## src/rtl/fdsq_pkg.sv

```systemverilog
package fdsq_pkg;

  // counted width of one slice and width of the family difference
  localparam int SLICE_BITS = 64;
  localparam int DIFF_BITS  = 24;

  // popcount width and signed per-slice delta width
  localparam int CNT_W   = $clog2(SLICE_BITS + 1);
  localparam int DELTA_W = CNT_W + 1;

  // work queue between front and back
  localparam int QUEUE_DEPTH = 4;
  localparam int QPTR_W      = $clog2(QUEUE_DEPTH);
  localparam int QCNT_W      = $clog2(QUEUE_DEPTH + 1);

  // classified slice as it travels from front to back
  typedef struct packed {
    logic signed [DELTA_W-1:0] delta;
    logic                      close;
    logic                      emit;
  } slice_item_t;

endpackage

```

## src/rtl/fdsq_front.sv

```systemverilog
module fdsq_front (
  input  logic [63:0]          affected_word_i,
  input  logic [63:0]          unaffected_word_i,
  input  logic [63:0]          genotype_word_i,
  input  logic                 family_end_i,
  input  logic                 batch_end_i,
  output fdsq_pkg::slice_item_t item_o
);

  function automatic logic [fdsq_pkg::CNT_W-1:0] count_ones(
    input logic [fdsq_pkg::SLICE_BITS-1:0] w
  );
    logic [fdsq_pkg::CNT_W-1:0] n;
    n = '0;
    for (int k = 0; k < fdsq_pkg::SLICE_BITS; k++) begin
      n = n + fdsq_pkg::CNT_W'(w[k]);
    end
    return n;
  endfunction

  logic [fdsq_pkg::SLICE_BITS-1:0] aff_hit;
  logic [fdsq_pkg::SLICE_BITS-1:0] unaff_hit;
  logic [fdsq_pkg::CNT_W-1:0]      gain;
  logic [fdsq_pkg::CNT_W-1:0]      loss;

  // only the low slice bits count
  assign aff_hit   = affected_word_i[fdsq_pkg::SLICE_BITS-1:0]
                   & genotype_word_i[fdsq_pkg::SLICE_BITS-1:0];
  assign unaff_hit = unaffected_word_i[fdsq_pkg::SLICE_BITS-1:0]
                   & genotype_word_i[fdsq_pkg::SLICE_BITS-1:0];
  assign gain      = count_ones(aff_hit);
  assign loss      = count_ones(unaff_hit);

  always_comb begin
    item_o.delta = $signed({1'b0, gain}) - $signed({1'b0, loss});
    // batch end closes the open family too
    item_o.close = family_end_i | batch_end_i;
    item_o.emit  = batch_end_i;
  end

endmodule

```

## src/rtl/fdsq_queue.sv

```systemverilog
module fdsq_queue (
  input  logic                  clk_i,
  input  logic                  rst_ni,
  input  logic                  push_valid_i,
  output logic                  push_ready_o,
  input  fdsq_pkg::slice_item_t push_item_i,
  output logic                  pop_valid_o,
  input  logic                  pop_ready_i,
  output fdsq_pkg::slice_item_t pop_item_o
);

  fdsq_pkg::slice_item_t             entry_q [fdsq_pkg::QUEUE_DEPTH];
  logic [fdsq_pkg::QPTR_W-1:0]       wr_ptr_q, wr_ptr_d;
  logic [fdsq_pkg::QPTR_W-1:0]       rd_ptr_q, rd_ptr_d;
  logic [fdsq_pkg::QCNT_W-1:0]       count_q, count_d;
  logic                              push;
  logic                              pop;

  assign push_ready_o = (count_q != fdsq_pkg::QCNT_W'(fdsq_pkg::QUEUE_DEPTH));
  assign pop_valid_o  = (count_q != '0);
  assign pop_item_o   = entry_q[rd_ptr_q];
  assign push         = push_valid_i & push_ready_o;
  assign pop          = pop_valid_o & pop_ready_i;

  always_comb begin
    wr_ptr_d = wr_ptr_q;
    rd_ptr_d = rd_ptr_q;
    count_d  = count_q;
    if (push) begin
      wr_ptr_d = (wr_ptr_q == fdsq_pkg::QPTR_W'(fdsq_pkg::QUEUE_DEPTH - 1)) ?
                 '0 : wr_ptr_q + 1'b1;
    end
    if (pop) begin
      rd_ptr_d = (rd_ptr_q == fdsq_pkg::QPTR_W'(fdsq_pkg::QUEUE_DEPTH - 1)) ?
                 '0 : rd_ptr_q + 1'b1;
    end
    if (push && !pop) begin
      count_d = count_q + 1'b1;
    end else if (pop && !push) begin
      count_d = count_q - 1'b1;
    end
  end

  always_ff @(posedge clk_i or negedge rst_ni) begin
    if (!rst_ni) begin
      wr_ptr_q <= '0;
      rd_ptr_q <= '0;
      count_q  <= '0;
    end else begin
      wr_ptr_q <= wr_ptr_d;
      rd_ptr_q <= rd_ptr_d;
      count_q  <= count_d;
    end
  end

  always_ff @(posedge clk_i) begin
    if (push) begin
      entry_q[wr_ptr_q] <= push_item_i;
    end
  end

  a_count_bound: assert property (@(posedge clk_i) disable iff (!rst_ni)
    count_q <= fdsq_pkg::QCNT_W'(fdsq_pkg::QUEUE_DEPTH))
    else $error("queue count beyond depth");

  a_count_grow: assert property (@(posedge clk_i) disable iff (!rst_ni)
    (push && !pop) |=> (count_q == $past(count_q) + 1'b1))
    else $error("queue count did not grow on push");

endmodule

```

## src/rtl/fdsq_back.sv

```systemverilog
module fdsq_back (
  input  logic                  clk_i,
  input  logic                  rst_ni,
  input  logic                  item_valid_i,
  output logic                  item_ready_o,
  input  fdsq_pkg::slice_item_t item_i,
  output logic                  out_valid_o,
  input  logic                  out_ready_i,
  output logic [31:0]           sum_d_squared_o
);

  localparam int SUM_W  = fdsq_pkg::DIFF_BITS + 1;
  localparam int PROD_W = 2 * fdsq_pkg::DIFF_BITS;
  localparam logic signed [SUM_W-1:0] DiffLimit =
    SUM_W'((64'd1 << (fdsq_pkg::DIFF_BITS - 1)) - 64'd1);

  logic                                     advance;
  logic                                     take;
  logic signed [SUM_W-1:0]                  diff_sum;
  logic signed [fdsq_pkg::DIFF_BITS-1:0]    diff_sat;
  logic signed [PROD_W-1:0]                 prod;
  logic [31:0]                              sum_new;

  // stage 1: running family difference
  logic signed [fdsq_pkg::DIFF_BITS-1:0]    diff_q;
  // stage 2: closed difference waiting to be squared
  logic                                     v2_q, c2_q, e2_q;
  logic signed [fdsq_pkg::DIFF_BITS-1:0]    d2_q;
  // stage 3: square waiting to be summed
  logic                                     v3_q, c3_q, e3_q;
  logic [31:0]                              sq_q;
  // accumulator and result register
  logic [31:0]                              sum_q;
  logic                                     out_valid_q;
  logic [31:0]                              out_data_q;

  // whole pipe moves unless a result sits untaken
  assign advance      = !(out_valid_q && !out_ready_i);
  assign item_ready_o = advance;
  assign take         = advance & item_valid_i;

  assign diff_sum = SUM_W'(diff_q) + SUM_W'(item_i.delta);

  always_comb begin
    if (diff_sum > DiffLimit) begin
      diff_sat = fdsq_pkg::DIFF_BITS'(DiffLimit);
    end else if (diff_sum < -DiffLimit) begin
      diff_sat = fdsq_pkg::DIFF_BITS'(-DiffLimit);
    end else begin
      diff_sat = fdsq_pkg::DIFF_BITS'(diff_sum);
    end
  end

  assign prod    = d2_q * d2_q;
  assign sum_new = sum_q + (c3_q ? sq_q : 32'd0);

  always_ff @(posedge clk_i or negedge rst_ni) begin
    if (!rst_ni) begin
      diff_q      <= '0;
      sum_q       <= '0;
      v2_q        <= 1'b0;
      v3_q        <= 1'b0;
      out_valid_q <= 1'b0;
    end else if (advance) begin
      v2_q <= take;
      v3_q <= v2_q;
      if (take) begin
        diff_q <= item_i.close ? '0 : diff_sat;
      end
      if (v3_q) begin
        sum_q <= e3_q ? 32'd0 : sum_new;
      end
      out_valid_q <= v3_q & e3_q;
    end
  end

  always_ff @(posedge clk_i) begin
    if (advance) begin
      if (take) begin
        d2_q <= diff_sat;
        c2_q <= item_i.close;
        e2_q <= item_i.emit;
      end
      sq_q <= 32'($unsigned(prod));
      c3_q <= c2_q;
      e3_q <= e2_q;
      if (v3_q && e3_q) begin
        out_data_q <= sum_new;
      end
    end
  end

  assign out_valid_o     = out_valid_q;
  assign sum_d_squared_o = out_data_q;

  a_diff_range: assert property (@(posedge clk_i) disable iff (!rst_ni)
    (diff_q <= fdsq_pkg::DIFF_BITS'(DiffLimit)) &&
    (diff_q >= fdsq_pkg::DIFF_BITS'(-DiffLimit)))
    else $error("family difference left saturation range");

  a_result_source: assert property (@(posedge clk_i) disable iff (!rst_ni)
    (out_valid_q && !$past(out_valid_q)) |-> $past(v3_q && e3_q))
    else $error("result raised without a batch end in the last stage");

  a_hold_on_stall: assert property (@(posedge clk_i) disable iff (!rst_ni)
    !advance |=> ($stable(sum_q) && $stable(diff_q)))
    else $error("accumulator state moved during stall");

endmodule

```

## src/rtl/family_d_squared_popcount_accumulator.sv

```systemverilog
// family d-squared accumulator: each input beat carries one slice of a
// family's affected mask, unaffected mask and a high-risk genotype bitset.
// the front counts ones in (affected & genotype) and (unaffected & genotype)
// and pushes their signed difference, with the family/batch end marks, into
// a four-entry queue. the back adds the difference into a running family
// value that saturates at +/-(2^(DIFF_BITS-1)-1); on a family end (or batch
// end) the value is squared on a 24x24 multiplier, added modulo 2^32 to the
// running sum and cleared. a batch end emits the sum as one output beat and
// clears it; all other beats produce no output. one beat is accepted per
// cycle while the queue has room; the back also consumes one beat per cycle
// while no result waits untaken. a batch-end beat taken from the queue
// passes the stage-2 and stage-3 registers to the result register, which
// holds the back pipe while it waits on out_ready_i; the queue keeps the
// input side open for up to four more beats during such a stall.
module family_d_squared_popcount_accumulator (
  input  logic        clk_i,
  input  logic        rst_ni,
  input  logic        in_valid_i,
  output logic        in_ready_o,
  input  logic [63:0] affected_word_i,
  input  logic [63:0] unaffected_word_i,
  input  logic [63:0] genotype_word_i,
  input  logic        family_end_i,
  input  logic        batch_end_i,
  output logic        out_valid_o,
  input  logic        out_ready_i,
  output logic [31:0] sum_d_squared_o
);

  fdsq_pkg::slice_item_t front_item;
  fdsq_pkg::slice_item_t back_item;
  logic                  back_valid;
  logic                  back_ready;

  // popcount and classify the incoming beat
  fdsq_front u_front (
    .affected_word_i   (affected_word_i),
    .unaffected_word_i (unaffected_word_i),
    .genotype_word_i   (genotype_word_i),
    .family_end_i      (family_end_i),
    .batch_end_i       (batch_end_i),
    .item_o            (front_item)
  );

  // decouples input acceptance from result backpressure
  fdsq_queue u_queue (
    .clk_i        (clk_i),
    .rst_ni       (rst_ni),
    .push_valid_i (in_valid_i),
    .push_ready_o (in_ready_o),
    .push_item_i  (front_item),
    .pop_valid_o  (back_valid),
    .pop_ready_i  (back_ready),
    .pop_item_o   (back_item)
  );

  // saturating difference, square, sum and result register
  fdsq_back u_back (
    .clk_i           (clk_i),
    .rst_ni          (rst_ni),
    .item_valid_i    (back_valid),
    .item_ready_o    (back_ready),
    .item_i          (back_item),
    .out_valid_o     (out_valid_o),
    .out_ready_i     (out_ready_i),
    .sum_d_squared_o (sum_d_squared_o)
  );

endmodule
```

## config.mk

```make
export PLATFORM = sky130hd
export DESIGN_NAME = family_d_squared_popcount_accumulator
export DESIGN_NICKNAME = d
export VERILOG_FILES = /design/src/rtl/fdsq_pkg.sv /design/src/rtl/fdsq_front.sv /design/src/rtl/fdsq_queue.sv /design/src/rtl/fdsq_back.sv /design/src/rtl/family_d_squared_popcount_accumulator.sv
export SDC_FILE = /design/constraint.sdc
export NUM_CORES = 2
export LEC_CHECK = 0
export BUFFER_PORTS_ARGS = -buffer_cell sky130_fd_sc_hd__buf_2
export CORE_MARGIN = 2
export CORE_UTILIZATION = 50
export CTS_BUF_LIST = sky130_fd_sc_hd__clkbuf_8
export CTS_CLUSTER_DIAMETER = 80
export DETAILED_ROUTE_END_ITERATION = 8
export PLACE_DENSITY = 0.74
export SLEW_MARGIN = 15
export SYNTH_ARGS = -nofsm -noshare
export SYNTH_HDL_FRONTEND = slang
export SYNTH_SLANG_ARGS = --single-unit
```

## constraint.sdc

```tcl
create_clock -name clk_i -period 20.6 [get_ports clk_i]
set_input_delay 2.06 -clock clk_i [delete_from_list [all_inputs] [get_ports clk_i]]
set_output_delay 2.06 -clock clk_i [all_outputs]
set_load 0.05 [all_outputs]
```

# Word level (Yosys, flattened, before mapping)
# Memory sizes are Yosys's and may differ from the RTL's.
# Index checks and enable logic that the tools add are counted.
[totals] regBits=158 ram_bits=40 input_bits=198 n_memories=1
[classes] n_addsub=133 mul=1 order_cmp=2 eq_ne=3 n_mux=11 n_bitwise=7 n_reduce_logical=13
[mem_list] name="u_queue.entry_q" words=4 word_bits=10 rd=1 rd_clocked_by_memory_dff=0 write_ports=1 line_no="fdsq_queue.sv:12" text="fdsq_pkg::slice_item_t entry_q [fdsq_pkg::QUEUE_DEPTH];"
[op_table] operator="7-bit by 1-bit adder with 7-bit output" count=124
[op_table] operator="64-bit AND" count=2
[op_table] operator="24-bit two-way mux" count=3
[op_table] operator="32-bit two-way mux" count=2
[op_table] operator="32-bit adder" count=1
[op_table] operator="24-bit by 24-bit multiplier with 32-bit output" count=1
[op_table] operator="24-bit by 8-bit adder with 25-bit output" count=1
[op_table] operator="25-bit by 24-bit greater-than comparator with 1-bit output (second input constant)" count=1
[op_table] operator="25-bit by 24-bit less-than comparator with 1-bit output (second input constant)" count=1
[op_table] operator="7-bit by 7-bit subtractor with 8-bit output" count=1
[op_table] operator="3-bit two-way mux" count=2
[op_table] operator="2-bit AND reduction" count=3
[op_table] operator="1-bit by 1-bit adder with 2-bit output" count=2
[op_table] operator="2-bit by 1-bit adder with 2-bit output (second input constant)" count=2
[op_table] operator="2-bit == test (second input constant)" count=2
[op_table] operator="1-bit logical AND" count=4
[op_table] operator="1-bit zero test" count=4
[op_table] operator="2-bit two-way mux" count=2
[op_table] operator="3-bit by 1-bit adder with 3-bit output (second input constant)" count=1
[op_table] operator="1-bit AND" count=3
[op_table] operator="3-bit inequality test (second input constant)" count=1
[op_table] operator="3-bit nonzero test" count=1
[op_table] operator="3-bit by 1-bit subtractor with 3-bit output (second input constant)" count=1
[op_table] operator="1-bit two-way mux" count=2
[op_table] operator="3 further kinds" count=3

# Depth between registers and ports, before layout
[logic_depth] ltp_word=65 depth_mapped=28 ltp_nobuf=27

# Cells and area by module
# Synthesis repeated with hierarchy kept, for this count alone.
[hier_totals] cells_unflattened=2669 hier_area_um2=26764.4
[by_module_without_submodules] module="fdsq_back" n_inst=1 cells_per_inst=2155 area_each_um2=20873.8 seq_area_each_um2=4209.0
[by_module_without_submodules] module="fdsq_front" n_inst=1 cells_per_inst=426 area_each_um2=4011.3 seq_area_each_um2=0.0
[by_module_without_submodules] module="fdsq_queue" n_inst=1 cells_per_inst=88 area_each_um2=1879.3 seq_area_each_um2=1376.3

# Worst setup path before layout
# No wires, ideal clock.
[synth_timing] path_type="input-to-reg" startpoint="input unaffected_word_i[1]" endpoint="memory u_queue.entry_q[0][9] in the netlist's numbering (data pin)" arrival_ns=8.292 required_ns=20.330 slack_ns=12.038 path_stages=22 n_path_buf=0 cell_sequence="and2_1 ha_1 inv_1 fa_1 fa_1 fa_1 fa_1 fa_1 fa_1 fa_1 inv_1 fa_1 fa_1 fa_1 xnor2_1 ha_1 inv_1 o21ai_0 a21oi_1 o21bai_1 a21o_1 a21oi_1"
[synth_lines] item="from (decl)" line_no="family_d_squared_popcount_accumulator.sv:21" text="input logic [63:0] unaffected_word_i,"
[synth_lines] item="to (decl)" line_no="fdsq_queue.sv:12"

==> results.sh <==
export IMPL_critPathArrivalTime_ns=8.89
export IMPL_grt_pass1_wl_mm=98.7
export IMPL_fp_dieH_um=235
export IMPL_cp_max_fo=4
export IMPL_final_common_cell="inv_1"
export IMPL_place_ws_ns=11.49
export IMPL_async_flop_share=0.335
export IMPL_fin_util=0.549
export IMPL_min_path_type="reg -> reg"
export IMPL_relSlewSlack=0.144
export IMPL_drc=0
export IMPL_drive_gt1_frac=0.109
export IMPL_place_hpwl_mm=47.9
export IMPL_cts_resized=0
export IMPL_syn_area_per_cell_um2=10.2
export IMPL_synthFlopType="edfxtp_1"
export IMPL_core_area_um2=52600
export IMPL_maxClockFrequency_mhz=117
export IMPL_cts_buffers_inserted=17
export IMPL_cts_root_buf="clkbuf_8"
export IMPL_wirelength_mm=57.4
export IMPL_gp_congestion=0.909
export IMPL_vias=18500
export IMPL_ant_nets=0
export IMPL_fin_area_um2=28900
export IMPL_num_io_pins=232
export IMPL_yosys_area_top_type="fa_1"
export IMPL_clock_skew_ns=0.0171
export IMPL_io_buffers=231
export IMPL_clockBufferDepth=2
export IMPL_ys_ff_latch=197
export IMPL_hold_viol=0
export IMPL_fill_cells=4523
export IMPL_cts_setup_buffers=0
export IMPL_synth_distinct_cells=72
export IMPL_status="completed"
export IMPL_ctsHoldBuffers=0
export IMPL_start_util=0.506
export IMPL_grt_ovfl_total=0
export IMPL_firstDrtPassIters=5
export IMPL_clock_sinks=197
export IMPL_setup_slack_ns=12.02
export IMPL_cp_required_ns=20.91
export IMPL_syn_to_final_growth_pct=8.57
export IMPL_postSynthCellCount=2598
export IMPL_rsz0062_at_grt="false"
export IMPL_fin_nets=3666
export IMPL_endpoint_kind="flip-flop"
export IMPL_yosysWarnings=0
export IMPL_clkLatencyLatePin_ns=0.50
export IMPL_synth_area_leaders="fa_1, edfxtp_1, ha_1"
export IMPL_first_global_vias=20700
export IMPL_cts_tree="built"
export IMPL_placed_area_um2=28400
export IMPL_timing_setup_tns_ns=0
export IMPL_setup_viol=0
export IMPL_synth_top_area_share=0.343
export IMPL_die_area_um2=55000
export IMPL_final_cell_mix="inv_1, fa_1, nand2_1"
export IMPL_track_usage=0.217
export IMPL_slew_violations=0
export IMPL_critPathKind="in -> reg"
export IMPL_drt_iter0_drc=1065
export IMPL_fp_dieW_um=235
export IMPL_fin_crit_ns=8.58
export IMPL_synth_yosys_seq_area_share=0.210
export IMPL_wire_per_inst_um=16.4
export IMPL_rows=84
export IMPL_synthesis_area_um2=26600
export IMPL_fin_crit_sh=0.417
export IMPL_clk_pin_slew_ns=0.09
export IMPL_viasPerCell=5.30
export IMPL_htree_levels=4
export IMPL_drv_cap=0
export IMPL_antenna_found_initial=2
export IMPL_start_kind="input port"
export IMPL_grt_max_degree=67
export IMPL_synth_edff_count=131
export IMPL_syn_nets=3472
export IMPL_worst_slew_pin_slew_ns=1.28
-- sequential cells by signal, summed over array words and instances (netlist names) --
register and flops:
u_back.c2_q 1, u_back.c3_q 1, u_back.d2_q 24, u_back.diff_q 24, u_back.e2_q 1, u_back.e3_q 1, u_back.out_valid_o 1, u_back.sq_q 31
u_back.sum_d_squared_o 32, u_back.sum_q 32, u_back.v2_q 1, u_back.v3_q 1, u_queue.count_q 3, u_queue.entry_q 40, u_queue.rd_ptr_q 2, u_queue.wr_ptr_q 2
-- area by class of cell --
type	count	area, um2	area share
diodes	2	5.00	0.000173
well taps	688	861	0.0298
repair buffers	243	1250	0.0432
clock buffers	18	248	0.00858
inverters	568	2130	0.0738
clock inverters	14	184	0.00637
multi-input cells	1765	18600	0.645
flip-flops and latches	197	5590	0.193
-- kinds of logic after synthesis --
group | Yosys count | share of synthesized area
adder cells (fa/ha/maj) | 686 | 0.451
buffers and inverters | 636 | 0.0908
AND/OR/NAND/NOR | 601 | 0.112
AO/OA/AOI/OAI | 356 | 0.0907
flip-flops | 197 | 0.210
XOR/XNOR | 110 | 0.0362
multiplexers | 12 | 0.00932
-- worst paths after layout --
check / cells after the start / endpoint / slack [ns] / startpoint
setup / recovery: 23 / u_queue.entry_q[0][9] / 12.02 / unaffected_word_i[1]
hold / removal: 2 / u_back.diff_q[4] / 0.50 / u_back.diff_q[4]
setup reg to reg: 22 / u_back.sq_q[29] / 12.27 / u_back.d2_q[4]
hold reg to reg: 2 / u_back.diff_q[4] / 0.50 / u_back.diff_q[4]
max in group asynchronous: 2 / u_back.diff_q[7] / 18.15 / rst_ni
min in group asynchronous: 2 / u_back.sum_q[9] / 1.78 / rst_ni
-- critical path: stages --
cell	delay [ns]
buf_2	0.09
and2_1	0.15
ha_1	0.27
inv_1	0.04
fa_1	0.49
fa_1	0.44
fa_1	0.54
fa_1	0.45
fa_1	0.55
fa_1	0.44
fa_1	0.50
inv_1	0.05
fa_1	0.46
fa_1	0.43
fa_1	0.55
inv_1	0.07
ha_1	0.30
a21oi_1	0.17
o21ai_0	0.14
a21oi_1	0.18
o21bai_1	0.11
a21o_1	0.18
a21oi_1	0.24
-- metal layers --
layer  part of all wire  global-route usage  vias to the layer above
li1                   -                   -                     8622
met4              0.021              0.0550                        0
met2               0.52               0.396                      524
met3              0.046              0.0269                       93
met1               0.41               0.273                     9275
met5                  0                   0                        -
-- per-stage QoR --
| step | instances | hold WS [ns] |
|---|---|---|
| finish | 3495 | 0.502 |
| global route | 3495 | 0.522 |
| CTS | 3493 | 0.503 |
| detailed placement | 3461 | 0.483 |
| global placement | 3461 | 0.469 |
| floorplan | 2598 | 0.400 |
-- cell usage after synthesis, types with 17 or more instances --
master	n
a21o_1	47
a21oi_1	88
a22o_1	33
and2_1	188
clkbuf_1	63
dfrtp_1	66
edfxtp_1	131
fa_1	456
ha_1	220
inv_1	566
nand2_1	254
nand3_1	17
nor2_1	52
o21a_1	18
o21ai_0	61
o21bai_1	17
xnor2_1	79
xor2_1	31
Power is not shown: default switching activity piles up to over one toggle a cycle in this logic, so the estimate is an artifact.
